<file path="config.mk">
export PLATFORM = sky130hd
export DESIGN_NAME = nibble_wildcard_pattern_search_unit
export DESIGN_NICKNAME = d
export VERILOG_FILES = /design/src/hdl/nwps_pkg.sv /design/src/hdl/nwps_cell.sv /design/src/hdl/nwps_out_buf.sv /design/src/hdl/nibble_wildcard_pattern_search_unit.sv
export VERILOG_INCLUDE_DIRS = /design/src /design/src/hdl
export SDC_FILE = /design/constraint.sdc
export NUM_CORES = 1
export LEC_CHECK = 0
export BUFFER_PORTS_ARGS = -buffer_cell sky130_fd_sc_hd__buf_2
export CAP_MARGIN = 15
export CORE_MARGIN = 2
export CORE_UTILIZATION = 55
export CTS_CLUSTER_DIAMETER = 50
export DETAILED_ROUTE_END_ITERATION = 6
export PLACE_DENSITY = 0.81
export SLEW_MARGIN = 25
export SYNTH_ARGS = -nofsm -noshare
export SYNTH_HDL_FRONTEND = slang
export SYNTH_SLANG_ARGS = --single-unit
</file>
<file path="constraint.sdc">
create_clock -name clk -period 8.7 [get_ports clk]
set_clock_uncertainty 0.05 [all_clocks]
set_input_delay 0.435 -clock clk [delete_from_list [all_inputs] [get_ports clk]]
set_output_delay 0.435 -clock clk [all_outputs]
set_load 0.03 [all_outputs]
</file>
<file path="src/hdl/nibble_wildcard_pattern_search_unit_assert.svh">
// ----------------------------------------------------------------------------
// Assertion macros for the nibble wildcard pattern search unit
// Concurrent checks, compiled out for synthesis.
// ----------------------------------------------------------------------------
`ifndef NIBBLE_WILDCARD_PATTERN_SEARCH_UNIT_ASSERT_SVH
`define NIBBLE_WILDCARD_PATTERN_SEARCH_UNIT_ASSERT_SVH

`ifndef SYNTHESIS

// same-cycle implication
`define NWPS_ASSERT_IMPL(label, clk, rst_n, pre, post) \
    label: assert property (@(posedge clk) disable iff (!rst_n) (pre) |-> (post)) \
        else $error("assertion failed");

// next-cycle implication
`define NWPS_ASSERT_NEXT(label, clk, rst_n, pre, post) \
    label: assert property (@(posedge clk) disable iff (!rst_n) (pre) |=> (post)) \
        else $error("assertion failed");

`else

`define NWPS_ASSERT_IMPL(label, clk, rst_n, pre, post)
`define NWPS_ASSERT_NEXT(label, clk, rst_n, pre, post)

`endif

`endif

</file>
<file path="src/hdl/nwps_pkg.sv">
// ----------------------------------------------------------------------------
// nwps_pkg
// Shared types and constants of the nibble wildcard pattern search unit.
// ----------------------------------------------------------------------------
package nwps_pkg;

    // default window depth in bytes
    localparam int MAX_PATTERN_BYTES_DEF = 8;

    // pattern bytes held in the registers; later bytes are wildcards
    localparam int PATTERN_REG_BYTES = 8;
    localparam int PAT_IDX_W         = $clog2(PATTERN_REG_BYTES);

    localparam int CFG_INDEX_W = 3;
    localparam int CFG_DATA_W  = 64;

    typedef enum logic [CFG_INDEX_W-1:0] {
        REG_PATTERN_NIBBLES  = 3'd0,
        REG_NIBBLE_CARE_MASK = 3'd1,
        REG_PATTERN_LENGTH   = 3'd2,
        REG_BASE_OFFSET      = 3'd3
    } cfg_reg_t;

    // pattern as seen by every cell
    typedef struct packed {
        logic [PATTERN_REG_BYTES-1:0][1:0] care;
        logic [PATTERN_REG_BYTES-1:0][7:0] nibbles;
    } pattern_cfg_t;

    typedef struct packed {
        logic [7:0] data_byte;
        logic       restart;
    } in_word_t;

    typedef struct packed {
        logic        match;
        logic [31:0] match_offset;
        logic        already_found;
    } out_word_t;

endpackage

</file>
<file path="src/hdl/nwps_cell.sv">
// ----------------------------------------------------------------------------
// nwps_cell
// One window byte: shifts towards the older end on every accepted word and
// compares its incoming byte with the pattern byte that lines up with it.
// ----------------------------------------------------------------------------
module nwps_cell
    import nwps_pkg::*;
#(
    parameter int MAX_PATTERN_BYTES = MAX_PATTERN_BYTES_DEF,
    parameter int CELL_INDEX        = 0,
    localparam int LEN_W            = $clog2(MAX_PATTERN_BYTES + 1)
)
(
    input  logic             clk,
    input  logic             rst_n,
    input  logic             shift_en,
    input  logic             clear,
    input  logic [7:0]       shift_in,
    input  pattern_cfg_t     pattern,
    input  logic [LEN_W-1:0] eff_len,
    output logic [7:0]       byte_q,
    output logic             agree
);

    logic [7:0]       byte_reg;
    logic [7:0]       byte_next;
    logic             active;
    logic [LEN_W-1:0] diff;
    logic [LEN_W+3:0] diff_ext;
    logic             in_regs;
    logic [PAT_IDX_W-1:0] sel;
    logic             hi_ok;
    logic             lo_ok;

    // restart empties the window before the shift
    assign byte_next = clear ? 8'h00 : shift_in;

    always_ff @(posedge clk or negedge rst_n)
    begin
        if (!rst_n)
        begin
            byte_reg <= 8'h00;
        end
        else if (shift_en)
        begin
            byte_reg <= byte_next;
        end
    end

    assign byte_q = byte_reg;

    // this cell lines up with pattern byte eff_len-1-index
    assign active   = eff_len > LEN_W'(CELL_INDEX);
    assign diff     = eff_len - LEN_W'(CELL_INDEX) - LEN_W'(1);
    assign diff_ext = {4'b0000, diff};
    assign in_regs  = diff_ext < (LEN_W + 4)'(PATTERN_REG_BYTES);
    assign sel      = diff_ext[PAT_IDX_W-1:0];

    // nibble compares, care bit 0 is a wildcard
    assign hi_ok = !pattern.care[sel][1] || (byte_next[7:4] == pattern.nibbles[sel][7:4]);
    assign lo_ok = !pattern.care[sel][0] || (byte_next[3:0] == pattern.nibbles[sel][3:0]);

    assign agree = !active || !in_regs || (hi_ok && lo_ok);

endmodule

</file>
<file path="src/hdl/nwps_out_buf.sv">
// ----------------------------------------------------------------------------
// nwps_out_buf
// Output register with a skid stage, so a word is taken while the previous
// result still waits downstream.
// ----------------------------------------------------------------------------
module nwps_out_buf
    import nwps_pkg::*;
(
    input  logic      clk,
    input  logic      rst_n,
    input  logic      push,
    input  out_word_t push_data,
    output logic      full,
    output logic      out_valid,
    output out_word_t out_data,
    input  logic      out_stall
);

    logic      out_valid_reg;
    logic      skid_valid_reg;
    out_word_t out_data_reg;
    out_word_t skid_data_reg;
    logic      out_free;

    assign out_free = !out_valid_reg || !out_stall;

    // control
    always_ff @(posedge clk or negedge rst_n)
    begin
        if (!rst_n)
        begin
            out_valid_reg  <= 1'b0;
            skid_valid_reg <= 1'b0;
        end
        else if (out_free)
        begin
            out_valid_reg  <= skid_valid_reg || push;
            skid_valid_reg <= skid_valid_reg && push;
        end
        else if (push)
        begin
            skid_valid_reg <= 1'b1;
        end
    end

    // payload
    always_ff @(posedge clk)
    begin
        if (out_free)
        begin
            if (skid_valid_reg)
            begin
                out_data_reg  <= skid_data_reg;
                skid_data_reg <= push_data;
            end
            else
            begin
                out_data_reg <= push_data;
            end
        end
        else if (push)
        begin
            skid_data_reg <= push_data;
        end
    end

    assign full      = skid_valid_reg;
    assign out_valid = out_valid_reg;
    assign out_data  = out_data_reg;

endmodule

</file>
<file path="src/hdl/nibble_wildcard_pattern_search_unit.sv">
// ----------------------------------------------------------------------------
// nibble_wildcard_pattern_search_unit
// Sliding-window wildcard byte pattern search over a byte stream.
// ----------------------------------------------------------------------------
// Throughput: one byte per cycle while the skid stage is empty; the window is
// a chain of byte cells that all compare in parallel, and a skid stage keeps
// input open while a result waits. Result words leave from a registered stage.
// Reset: asynchronous, active low; clears window, count, found flag, registers
// (pattern length to one) and the output stage.
// ----------------------------------------------------------------------------
`include "nibble_wildcard_pattern_search_unit_assert.svh"

module nibble_wildcard_pattern_search_unit
    import nwps_pkg::*;
#(
    parameter int MAX_PATTERN_BYTES = MAX_PATTERN_BYTES_DEF
)
(
    input  logic                   clk,
    input  logic                   rst_n,
    input  logic                   cfg_write,
    input  logic [CFG_INDEX_W-1:0] cfg_index,
    input  logic [CFG_DATA_W-1:0]  cfg_data,
    input  logic                   byte_valid,
    output logic                   byte_stall,
    input  in_word_t               byte_data,
    output logic                   result_valid,
    input  logic                   result_stall,
    output out_word_t              result_data
);

    localparam int LEN_W = $clog2(MAX_PATTERN_BYTES + 1);
    localparam int CMP_W = (LEN_W > 4) ? LEN_W : 4;

    logic [63:0] pattern_nibbles_reg;
    logic [15:0] care_mask_reg;
    logic [3:0]  pattern_length_reg;
    logic [31:0] base_offset_reg;
    logic [31:0] bytes_seen_reg;
    logic [31:0] bytes_seen_next;
    logic        found_reg;
    logic        found_next;

    pattern_cfg_t     pattern;
    logic [CMP_W-1:0] len_ext;
    logic [LEN_W-1:0] eff_len;
    logic             accept;
    logic             prior_found;
    logic             hit;
    out_word_t        result;

    logic [MAX_PATTERN_BYTES-1:0][7:0] cell_byte;
    logic [MAX_PATTERN_BYTES-1:0]      cell_agree;

    // configuration registers
    always_ff @(posedge clk or negedge rst_n)
    begin
        if (!rst_n)
        begin
            pattern_nibbles_reg <= 64'd0;
            care_mask_reg       <= 16'd0;
            pattern_length_reg  <= 4'd1;
            base_offset_reg     <= 32'd0;
        end
        else if (cfg_write)
        begin
            case (cfg_index)
                REG_PATTERN_NIBBLES:  pattern_nibbles_reg <= cfg_data;
                REG_NIBBLE_CARE_MASK: care_mask_reg       <= cfg_data[15:0];
                REG_PATTERN_LENGTH:   pattern_length_reg  <= cfg_data[3:0];
                REG_BASE_OFFSET:      base_offset_reg     <= cfg_data[31:0];
                default:              ;
            endcase
        end
    end

    assign pattern.nibbles = pattern_nibbles_reg;
    assign pattern.care    = care_mask_reg;

    // length clamped to 1..MAX_PATTERN_BYTES
    assign len_ext = CMP_W'(pattern_length_reg);

    always_comb
    begin
        if (len_ext == CMP_W'(0))
        begin
            eff_len = LEN_W'(1);
        end
        else if (len_ext > CMP_W'(MAX_PATTERN_BYTES))
        begin
            eff_len = LEN_W'(MAX_PATTERN_BYTES);
        end
        else
        begin
            eff_len = LEN_W'(len_ext);
        end
    end

    assign accept = byte_valid && !byte_stall;

    // window cells, cell 0 holds the newest byte
    for (genvar j = 0; j < MAX_PATTERN_BYTES; j++)
    begin : g_cell
        logic [7:0] shift_in;
        logic       clear;

        if (j == 0)
        begin : g_head
            assign shift_in = byte_data.data_byte;
            assign clear    = 1'b0;
        end
        else
        begin : g_body
            assign shift_in = cell_byte[j-1];
            assign clear    = byte_data.restart;
        end

        nwps_cell #(
            .MAX_PATTERN_BYTES (MAX_PATTERN_BYTES),
            .CELL_INDEX        (j)
        ) u_cell (
            .clk      (clk),
            .rst_n    (rst_n),
            .shift_en (accept),
            .clear    (clear),
            .shift_in (shift_in),
            .pattern  (pattern),
            .eff_len  (eff_len),
            .byte_q   (cell_byte[j]),
            .agree    (cell_agree[j])
        );
    end

    // count and found flag as they stand after this byte
    always_comb
    begin
        if (byte_data.restart)
        begin
            bytes_seen_next = 32'd1;
        end
        else if (bytes_seen_reg == 32'hFFFF_FFFF)
        begin
            bytes_seen_next = bytes_seen_reg;
        end
        else
        begin
            bytes_seen_next = bytes_seen_reg + 32'd1;
        end
    end

    assign prior_found = byte_data.restart ? 1'b0 : found_reg;
    assign hit         = !prior_found && (bytes_seen_next >= 32'(eff_len)) && (&cell_agree);
    assign found_next  = prior_found || hit;

    always_ff @(posedge clk or negedge rst_n)
    begin
        if (!rst_n)
        begin
            bytes_seen_reg <= 32'd0;
            found_reg      <= 1'b0;
        end
        else if (accept)
        begin
            bytes_seen_reg <= bytes_seen_next;
            found_reg      <= found_next;
        end
    end

    // result word
    assign result.match         = hit;
    assign result.match_offset  = hit ? (base_offset_reg + (bytes_seen_next - 32'(eff_len)))
                                      : 32'd0;
    assign result.already_found = prior_found;

    nwps_out_buf u_out_buf (
        .clk       (clk),
        .rst_n     (rst_n),
        .push      (accept),
        .push_data (result),
        .full      (byte_stall),
        .out_valid (result_valid),
        .out_data  (result_data),
        .out_stall (result_stall)
    );

    // checks
    `NWPS_ASSERT_IMPL(a_match_first, clk, rst_n,
        result_valid && result_data.match, !result_data.already_found)
    `NWPS_ASSERT_IMPL(a_offset_zero, clk, rst_n,
        result_valid && !result_data.match, result_data.match_offset == 32'd0)
    `NWPS_ASSERT_IMPL(a_skid_behind_out, clk, rst_n, byte_stall, result_valid)
    `NWPS_ASSERT_NEXT(a_found_sticks, clk, rst_n,
        found_reg && !(accept && byte_data.restart), found_reg)

endmodule

</file>
==> flow_metrics.py <==
metrics = {
    "drt": {
        "first_pass_iters": 5,
        "drt_iter0_markers": 1744,
        "ant_nets": 0,
        "drc": 0,
        "dr_total_vias": 14871,
        "via_per_inst": 6.280,
        "post_drt_wl_per_cell_microns": 21.59,
        "wl_microns": 51130,
    },
    "placed_design": {
        "dp_cells": 2301,
        "place_area_sq_um": 19890,
        "dpl.hpwl_microns": 37420,
        "io_buffers": 116,
        "gp_congestion": 0.9796,
    },
    "critical_path": {
        "startpoint": "len_ext[0]",
        "crit_path_end_kind": "flop",
        "rr_worst_depth": 12,
        "slowest_delay_ns": 0.89,
        "worstReg2RegEnd": "u_out_buf.out_data[6]",
        "crit_path_cell_trace": "o21ba_4 > nor2_8 > buf_4 > mux2_2 > mux4_2 > or4_1 > o211ai_1 > a21oi_1 > a2111oi_2 > nand3_4 > buf_4 > o41ai_2",
        "path_max_fanout": 70,
        "slowest_stage": "buf_4",
        "critPathRequiredTime_ns": 8.98,
        "crit_buf_inv": 2,
        "reg2reg_setup_slack_ns": 2.02,
        "start_kind": "flop",
        "cp_top_family": "simple AND/OR/NAND/NOR gates",
        "worstSetupPathType": "flop to flop",
        "critPathArrivalTime_ns": 6.96,
        "cp_common_cell": "buf_4",
        "timing.rr.start": "len_ext[0]",
    },
    "floorplanning": {
        "initial_core_util_pct": 55.54,
        "io_pins": 117,
        "fp.dieH_microns": 190.3,
        "rows": 68,
        "dieWidth_microns": 190.3,
        "dieArea_sq_um": 36210,
        "core_sq_um": 34370,
    },
    "power_and_ir_drop": {
        "power_density_nw_per_um2": 295.7,
        "vdd_drop_max_v": 0.0001929,
        "p_leak_nw": 8.840,
        "power_frac_comb_pct": 48.3,
        "p_int_w": 0.003652,
        "switching_share_pct": 41.50,
        "power_frac_seq_pct": 27.8,
        "p_switching_w": 0.002591,
        "clock_power_share_pct": 23.8,
    },
    "logic_synthesis": {
        "syn_nets": 1977,
        "synth_edf_count": 68,
        "async_flop_share_pct": 75.27,
        "avgSynthCellArea_sq_um": 10.49,
        "yosysMostFrequentCell": "nand2_1",
        "synth_top_area_cell": "dfrtp_1",
        "syn-cell-area_sq_um": 19090,
        "synth.top_cells.by_count": "239 x nand2_1, 206 x dfrtp_1, 144 x mux2_2",
        "yosys.cell_types.count": 81,
        "synthCells": 1820,
        "synthFlopType": "dfrtp_1",
        "ys_ff_latch": 275,
        "yosysWarnings": 0,
        "synth-seq-area-share_pct": 37.84,
        "synth_area_leaders": "dfrtp_1 27%, edfxtp_1 11%, mux2_2 8.5%",
        "synth_top_area_share_pct": 27.00,
    },
    "clock_tree": {
        "numClockSinks": 275,
        "clk_pin_slew_worst_paths_ns": 0.06,
        "ctsHtreeMaxLevel": 2,
        "clkLatencyLatePin_ns": 0.54,
        "cts_root_buf": "clkbuf_16",
        "cts_tree": "built",
        "post_cts_buffers": 0,
        "cts_inserted_buffers": 36,
        "cts.path.max_buffers": 3,
    },
    "worst_hold_path": {
        "hold_start": "cfg_data[63]",
        "hold_class": "input port to flop",
        "holdPathEnd": "pattern_nibbles_reg[63]",
        "hold_path_depth": 2,
    },
    "timing": {
        "whs_ns": 0.08906,
        "period_needed_ns": 6.680,
        "hold_violations": 0,
        "setup_viol": 0,
        "final.period_utilization_pct": 76.78,
        "rsz0062_at_grt": "false",
        "fin_setup_tns_ns": 0,
        "slew_violations": 0,
        "maxSlewHeadroom_pct": 29.20,
        "tightest_slew_ns": 1.052,
        "fmax_mhz": 149.7,
    },
    "cells_and_area": {
        "drive_above_1_share_pct": 25.30,
        "fin_area_sq_um": 21110,
        "nets": 2043,
        "synthToLayoutAreaGrowth_pct": 10.59,
        "diodes": 0,
        "regArea_sq_um": 7224,
        "multi_input_area_sq_um": 10900,
        "fill_cells": 2774,
        "layout.cells.non_filler": 2368,
        "largest_reg_flops": 64,
    },
    "grt": {
        "grt_pass1_vias": 14398,
        "grt_pass1_wl_microns": 80760,
        "antenna_found_initial": 0,
        "track_usage_pct": 28.67,
        "grt-ovfl-total": 0,
        "grt_max_degree": 97,
    },
    "run": {
        "maxCapViolCount": 0,
    },
    "run_status": {
        "outcome": "finished, final reports clean",
    },
}
## logic make-up after synthesis
family          Yosys count  synth area share, %
compound gates          325                12.60
xor+xnor                 99                4.582
fa+ha+maj                76                5.139
buf+inv                 232                5.296
flops                   275                37.84
mux                     309                21.30
simple gates            504                13.25
## layer usage
layer / GRT usage, % / vias up / wire length (microns)
met3: 6.018 / 89 / 4594
met5: 0 / - / 0
met1: 40.41 / 7342 / 21780
li1: - / 6793 / -
met4: 9.988 / 0 / 1649
met2: 44.01 / 647 / 23100
## power by group through the flow
stage | clock, W | combinational [W] | sequential (W)
after global placement | 0 | 0.00289 | 0.00174
after detailed placement | 0 | 0.00296 | 0.00175
after global routing | 0.00156 | 0.00325 | 0.00176
after floorplan | 0 | 0.00230 | 0.00169
after CTS | 0.00151 | 0.00298 | 0.00173
final | 0.00149 | 0.00302 | 0.00174
## stage by stage
step / utilization, % / power, W / setup WS, ns
after floorplan: - / 0.003994 / 3.280
after global placement: 57.87 / 0.004631 / 2.316
after detailed placement: 57.87 / 0.004711 / 2.169
after CTS: 61.39 / 0.006216 / 2.134
after global routing: 61.42 / 0.006565 / 1.568
final: 61.42 / 0.006243 / 2.020
## cell usage in the layout (no fill, tap or decap), types with 15 or more instances in the layout
cell type and count:
mux2_2 144, o41ai_2 32, dfrtp_1 205, nor3_1 32, nand2_1 239, nor2_1 62
nand3_1 24, buf_4 20, xnor2_1 66, o211ai_1 30, edfxtp_1 68, inv_1 119
o21ai_0 109, buf_2 115, clkbuf_16 38, nor3_2 19, a21o_1 15, mux2i_1 98
ha_1 72, a21oi_1 43, xor2_1 32, nand4_1 15, mux4_2 63, nand2b_1 17
## cell type report
class | count | share of cell area [%]
repair buffers | 137 | 3.550
inverters | 123 | 2.187
clock inverters | 16 | 0.8476
flip-flops and latches | 275 | 34.22
well taps | 455 | 2.697
clock buffers | 49 | 4.842
multi-input cells | 1313 | 51.65
## worst max-delay path by stage
stage / to / slack [ns] / cells after the start
final: u_out_buf.out_data[6] / 2.02 / 12
after global routing: u_out_buf.out_data[31] / 1.57 / 19
after CTS: u_out_buf.out_data[6] / 2.13 / 12
after detailed placement: u_out_buf.out_data[6] / 2.17 / 12
after global placement: u_out_buf.out_data[5] / 2.32 / 12
after floorplan: u_out_buf.out_data[31] / 3.28 / 19
## what timing repair did
action,CTS,global route
endpoints found under the hold margin,77,0
hold buffers,1,0
gates resized for setup,0,0
No activity file was read; power rests on OpenSTA's default activity.
